--- config.mk ---
export PLATFORM = sky130hd
export DESIGN_NAME = bme_divider
export DESIGN_NICKNAME = d
export VERILOG_FILES = /design/src/hw/rtl/bme_pkg.sv /design/src/hw/rtl/bme_divider.sv
export SDC_FILE = /design/constraint.sdc
export NUM_CORES = 1
export LEC_CHECK = 0
export BUFFER_PORTS_ARGS = -buffer_cell sky130_fd_sc_hd__buf_2
export CORE_UTILIZATION = 59
export DETAILED_ROUTE_END_ITERATION = 10
export GPL_ROUTABILITY_DRIVEN = 0
export PLACE_DENSITY_LB_ADDON = 0.2
export SYNTH_ARGS = -nofsm -noshare
export SYNTH_HDL_FRONTEND = slang
export SYNTH_SLANG_ARGS = --single-unit
--- constraint.sdc ---
create_clock -name clk -period 3.6 [get_ports clk]
set_input_delay 0.72 -clock clk [delete_from_list [all_inputs] [get_ports clk]]
set_output_delay 0.72 -clock clk [all_outputs]
set_load 0.05 [all_outputs]
--- src/hw/rtl/bme_pkg.sv ---
package bme_pkg;

    // Block sizing.
    localparam int SIGNALS     = 8;
    localparam int CELLS       = 1024;
    localparam int FLOW_ID     = 0;
    localparam int LEAK_ID     = 1;
    localparam int PRESSURE_ID = 2;
    localparam int SCALE       = 60;

    // Field widths.
    localparam int TIME_W      = 48;
    localparam int VALUE_W     = 32;
    localparam int WIDTH_W     = 32;
    localparam int SUM_W       = 64;
    localparam int CNT_W       = 48;
    localparam int SIG_W       = 3;
    localparam int SRC_W       = 8;
    localparam int STATUS_W    = 3;
    localparam int BUCKET_W    = 10;
    localparam int CELLS_CFG_W = 11;
    localparam int MASK_W      = 8;
    localparam int CFG_IDX_W   = 3;
    localparam int CFG_DATA_W  = 48;

    // Quotient is one bit wider than the bucket index so that CELLS itself fits.
    localparam int QUOT_W      = $clog2(CELLS) + 1;
    localparam int QCNT_W      = $clog2(QUOT_W + 1);

    // Envelope store geometry. Seen flags are packed ROW_W to a memory row.
    localparam int DEPTH       = SIGNALS * CELLS;
    localparam int ADDR_W      = $clog2(DEPTH);
    localparam int ROW_SEL_W   = 5;
    localparam int ROW_W       = 1 << ROW_SEL_W;
    localparam int ROW_ADDR_W  = ADDR_W - ROW_SEL_W;
    localparam int SEEN_ROWS   = 1 << ROW_ADDR_W;

    localparam logic signed [VALUE_W-1:0] VAL_MAX = {1'b0, {(VALUE_W-1){1'b1}}};
    localparam logic signed [VALUE_W-1:0] VAL_MIN = {1'b1, {(VALUE_W-1){1'b0}}};

    typedef enum logic [STATUS_W-1:0] {
        ST_OK          = 3'd0,
        ST_DISABLED    = 3'd1,
        ST_OUT_PLOT    = 3'd2,
        ST_OUT_SESSION = 3'd3,
        ST_RANGE       = 3'd4
    } status_t;

    localparam logic [CFG_IDX_W-1:0] CFG_PLOT_START = 3'd0;
    localparam logic [CFG_IDX_W-1:0] CFG_PLOT_END   = 3'd1;
    localparam logic [CFG_IDX_W-1:0] CFG_BUCKET_W   = 3'd2;
    localparam logic [CFG_IDX_W-1:0] CFG_CELLS      = 3'd3;
    localparam logic [CFG_IDX_W-1:0] CFG_MASK       = 3'd4;
    localparam logic [CFG_IDX_W-1:0] CFG_FLOW_SRC   = 3'd5;
    localparam logic [CFG_IDX_W-1:0] CFG_LEAK_SRC   = 3'd6;

    typedef struct packed {
        logic              done;
        logic              over;
        logic [QUOT_W-1:0] quotient;
    } div_res_t;

    typedef struct packed {
        logic              en;
        logic [ADDR_W-1:0] addr;
    } store_rd_t;

    typedef struct packed {
        logic                      en;
        logic [ADDR_W-1:0]         addr;
        logic signed [VALUE_W-1:0] low;
        logic signed [VALUE_W-1:0] high;
    } store_wr_t;

    typedef struct packed {
        logic                      seen;
        logic signed [VALUE_W-1:0] low;
        logic signed [VALUE_W-1:0] high;
    } store_rdata_t;

endpackage

--- src/hw/rtl/bme_divider.sv ---
module bme_divider (
    input  logic                          clk,
    input  logic                          rst_n,
    input  logic                          start,
    input  logic [bme_pkg::TIME_W-1:0]    dividend,
    input  logic [bme_pkg::WIDTH_W-1:0]   divisor,
    output bme_pkg::div_res_t             result
);
    import bme_pkg::*;

    logic                  busy_reg, busy_next;
    logic                  done_reg, done_next;
    logic                  over_reg, over_next;
    logic [QCNT_W-1:0]     cnt_reg, cnt_next;
    logic [WIDTH_W-1:0]    rem_reg, rem_next;
    logic [WIDTH_W-1:0]    dsr_reg, dsr_next;
    logic [QUOT_W-1:0]     shift_reg, shift_next;
    logic [QUOT_W-1:0]     quot_reg, quot_next;

    logic [WIDTH_W-1:0]    dsr_in;
    logic [WIDTH_W:0]      trial;
    logic                  fits;

    // The high part of the dividend is compared once; when it is already at or
    // above the divisor the quotient cannot fit and no iteration is needed.
    always_comb
    begin
        dsr_in     = (divisor == '0) ? WIDTH_W'(1) : divisor;
        trial      = {rem_reg, shift_reg[QUOT_W-1]};
        fits       = (trial >= {1'b0, dsr_reg});
        busy_next  = busy_reg;
        done_next  = 1'b0;
        over_next  = over_reg;
        cnt_next   = cnt_reg;
        rem_next   = rem_reg;
        dsr_next   = dsr_reg;
        shift_next = shift_reg;
        quot_next  = quot_reg;
        if (start)
        begin
            busy_next  = 1'b1;
            dsr_next   = dsr_in;
            over_next  = (dividend[TIME_W-1:QUOT_W] >=
                          (TIME_W-QUOT_W)'(dsr_in));
            rem_next   = dividend[QUOT_W+WIDTH_W-1:QUOT_W];
            shift_next = dividend[QUOT_W-1:0];
            quot_next  = '0;
            cnt_next   = QCNT_W'(QUOT_W);
        end
        else if (busy_reg)
        begin
            if (over_reg || cnt_reg == '0)
            begin
                busy_next = 1'b0;
                done_next = 1'b1;
            end
            else
            begin
                rem_next   = fits ? WIDTH_W'(trial - {1'b0, dsr_reg}) : trial[WIDTH_W-1:0];
                quot_next  = {quot_reg[QUOT_W-2:0], fits};
                shift_next = {shift_reg[QUOT_W-2:0], 1'b0};
                cnt_next   = cnt_reg - QCNT_W'(1);
            end
        end
    end

    always_ff @(posedge clk or negedge rst_n)
    begin
        if (!rst_n)
        begin
            busy_reg <= 1'b0;
            done_reg <= 1'b0;
        end
        else
        begin
            busy_reg <= busy_next;
            done_reg <= done_next;
        end
    end

    always_ff @(posedge clk)
    begin
        over_reg  <= over_next;
        cnt_reg   <= cnt_next;
        rem_reg   <= rem_next;
        dsr_reg   <= dsr_next;
        shift_reg <= shift_next;
        quot_reg  <= quot_next;
    end

    assign result.done     = done_reg;
    assign result.over     = over_reg;
    assign result.quotient = quot_reg;

    a_start_idle: assert property (@(posedge clk) disable iff (!rst_n)
        start |-> !busy_reg)
        else $error("divider started while busy");

    a_done_pulse: assert property (@(posedge clk) disable iff (!rst_n)
        done_reg |=> !done_reg)
        else $error("divider done held for more than one cycle");

    a_rem_below: assert property (@(posedge clk) disable iff (!rst_n)
        (busy_reg && !over_reg && !$rose(busy_reg)) |-> (rem_reg < dsr_reg))
        else $error("partial remainder reached the divisor");

endmodule

==> run_results.csv <==
group,metric,value,unit
floorplan,die_h,108.6,µm
final_layout,drive_above_1_share,17.17,%
route,drtPass1Iterations,5,
pwr,netSwitchingFraction,38.81,%
synthesis,postSynthAreaPerCell,9.348,µm²
final_layout,area_growth,11.16,%
setup_path,start_kind,"flip-flop",
setup_path,slowest_stage,"a2111o_1",
route,routed_via_density,6.273,
sta,fin_crit,3.395,ns
sta,grt_setup_unrepaired,"false",
route,postRouteAntennaNets,0,
grt,antenna_found_initial,0,
pwr,p_leak,3.353,nW
grt,grt_usage,28.89,%
route,drtIter0Drc,513,
sta,setup_violations,0,
floorplan,num_rows,38,
final_layout,final_cells,909,
clock_tree,path_clk_slew,0.07,ns
setup_path,reg2reg_depth,11,
synthesis,synth-seq-cells,93,
pwr,power_density,570.7,nW/µm²
setup_path,arrival,3.53,ns
synthesis,ys_types,61,
final_layout,num-fill-cells,900,
setup_path,critPathKind,"flip-flop to flip-flop",
setup_path,crit_path_start,"dsr_reg[1]",
clock_tree,cts_made_buffers,9,
clock_tree,cts_max_level,3,
clock_tree,cts_tree,"done",
grt,grt_pass1_wl,26190,µm
setup_path,path_delay_family,"compound AO/OA/AOI/OAI gates",
sta,timing.fmax,0.2945,GHz
sta,finalCritPeriodShare,94.32,%
final_layout,final_cell_mix,"94 x buf_2, 76 x inv_1, 76 x edfxtp_1",
sta,slew_headroom,42.07,%
sta,tightest_slew,0.8658,ns
sta,maxSlewViolCount,0,
run,cap_viol_max_count,0,
synthesis,ys_seq_area_share,39.28,%
floorplan,core,10940,µm²
route,drcViolationCount,0,
setup_path,worstPathRequired,3.74,ns
grt,grt_pass1_vias,5519,
floorplan,die_x,108.6,µm
grt,grt_max_degree,142,
grt,gr-total-overflow,0,
floorplan,fp.dieArea,11790,µm²
clock_tree,holdBufCountCts,0,
placed_design,io_buffer_count,95,
sta,finalHoldViolCount,0,
setup_path,reg2reg_to,"rem_reg[10]",
floorplan,initial_utilization,61.29,%
sta,final.setup_skew,0.009463,ns
clock_tree,ctsResizeCount,0,
pwr,p_int,2.602,mW
setup_path,r2r_start,"dsr_reg[1]",
setup_path,crit_buf_inv,2,
clock_tree,post_cts_buffers,0,
pwr,power.switching,1.650,mW
final_layout,num_antenna_cells,0,
final_layout,final_common_cell,"buf_2",
pwr,power.share.combinational,43.1,%
outcome,outcome,"finished, final reports clean",
pwr,ir_worst_vdd,373.6,µV
setup_path,cp_max_fo,12,
pwr,power_frac_seq,34.5,%
sta,setup-tns-final,0,ns
synthesis,syn-cell-area,6703,µm²
synthesis,syn_nets,866,
route,drt_wl_total,16100,µm
synthesis,synth_edf_count,76,
clock_tree,cts_root_buffer,"clkbuf_16",
setup_path,r2r_setup_slack,0.20,ns
setup_path,slowest_delay,0.48,ns
synthesis,ys.flop_type,"edfxtp_1",
floorplan,ios,96,
pwr,pwr-share-clk,22.4,%
final_layout,final_nets,913,
clock_tree,clkLatencyLatePin,0.36,ns
pwr,power,4.253,mW
placed_design,hpwlAfterDp,11730,µm
synthesis,yosysWarnings,0,
setup_path,crit_path_cell_trace,"inv_1 > ha_1 > or2b_1 > a21o_1 > a31o_1 > o21a_1 > a2111o_1 > a21oi_1 > nor2_1 > buf_4 > o311ai_0",
hold_path,hold_class,"input port to async pin",
placed_design,place_inst,893,
clock_tree,cts_sinks,93,
setup_path,crit_path_end_kind,"flip-flop",
route,wl_per_cell,17.71,µm
clock_tree,cts_buffer_depth,2,
route,via_count,5702,
synthesis,synthArstFlopShare,2.151,%
synthesis,syn_inst,717,
==> power by group through the flow <==
stage | registers [mW] | clock network (mW) | logic, mW
floorplan | 1.46 | 0 | 1.36
global placement | 1.48 | 0 | 1.73
detailed placement | 1.48 | 0 | 1.78
CTS | 1.47 | 0.963 | 1.80
global route | 1.48 | 0.997 | 2.04
finish | 1.47 | 0.953 | 1.83
==> logic make-up (layout without fill, tap and decap cells) <==
family,Yosys count,after routing,synth area share (%)
buf+inv,143,195,8.251
simple gates,185,185,14.77
flops,93,93,39.28
mux,11,11,1.829
compound gates,192,192,19.92
xor+xnor,27,27,3.528
fa+ha+maj,66,66,12.43
==> metal layers <==
layer	part of all wire [%]	global-route usage [%]
met5	0	0
met4	2.3	11.39
met3	7.1	6.269
met2	49	48.55
met1	42	36.02
==> cell type report <==
class / count / area (µm²) / share of cell area [%]
clock inverter: 7 / 65.06 / 0.8732
timing repair buffer: 103 / 550.5 / 7.389
inverter: 76 / 285.3 / 3.829
sequential: 93 / 2633 / 35.33
tap: 140 / 175.2 / 2.351
multi-input combinational: 481 / 3517 / 47.20
clock buffer: 9 / 225.2 / 3.023
==> how the worst max path moves through the flow <==
stage	cells after the start	slack, ns	end
final	11	0.20	rem_reg[10]
after global routing	10	0.02	rem_reg[13]
after CTS	11	0.18	rem_reg[9]
after detailed placement	12	0.14	over_reg
after global placement	12	0.18	over_reg
after floorplan	11	0.58	rem_reg[29]
==> synth_stat cells, drive strengths merged, types with 4 or more instances <==
master	number	share of area, %
edfxtp	76	34
inv	76	4.3
ha	65	12
clkbuf	60	3.4
a21oi	48	3.6
nand2	45	2.5
nor2	34	1.9
o21ai	29	2.2
a21o	28	3.1
nand4	18	1.7
nand2b	17	1.6
xnor2	17	2.2
dfxtp	15	4.5
nand4b	15	2.0
o311ai	14	1.8
nor3	12	0.90
a22o	11	1.4
mux2	10	1.7
nor4	10	0.93
xor2	10	1.3
nor2b	9	0.84
a211oi	8	0.90
buf	7	0.63
o221ai	7	0.91
o31ai	7	0.78
and3	6	0.63
nand3	6	0.45
o211ai	5	0.63
a2111oi	4	0.52
a221o	4	0.60
o2111ai	4	0.52
or3	4	0.37
==> per-stage QoR <==
step / cell area (µm²) / utilization, % / hold WS [ns] / setup WS, ns
global route: 7451 / 68.14 / 0.1181 / 0.02465
floorplan: 6703 / - / 0.4244 / 0.5825
finish: 7451 / 68.14 / 0.1237 / 0.2045
detailed placement: 7161 / 65.48 / 0.4629 / 0.1449
global placement: 7161 / 65.48 / 0.4583 / 0.1770
CTS: 7451 / 68.14 / 0.1197 / 0.1848
(Power assumes the default switching activity.)
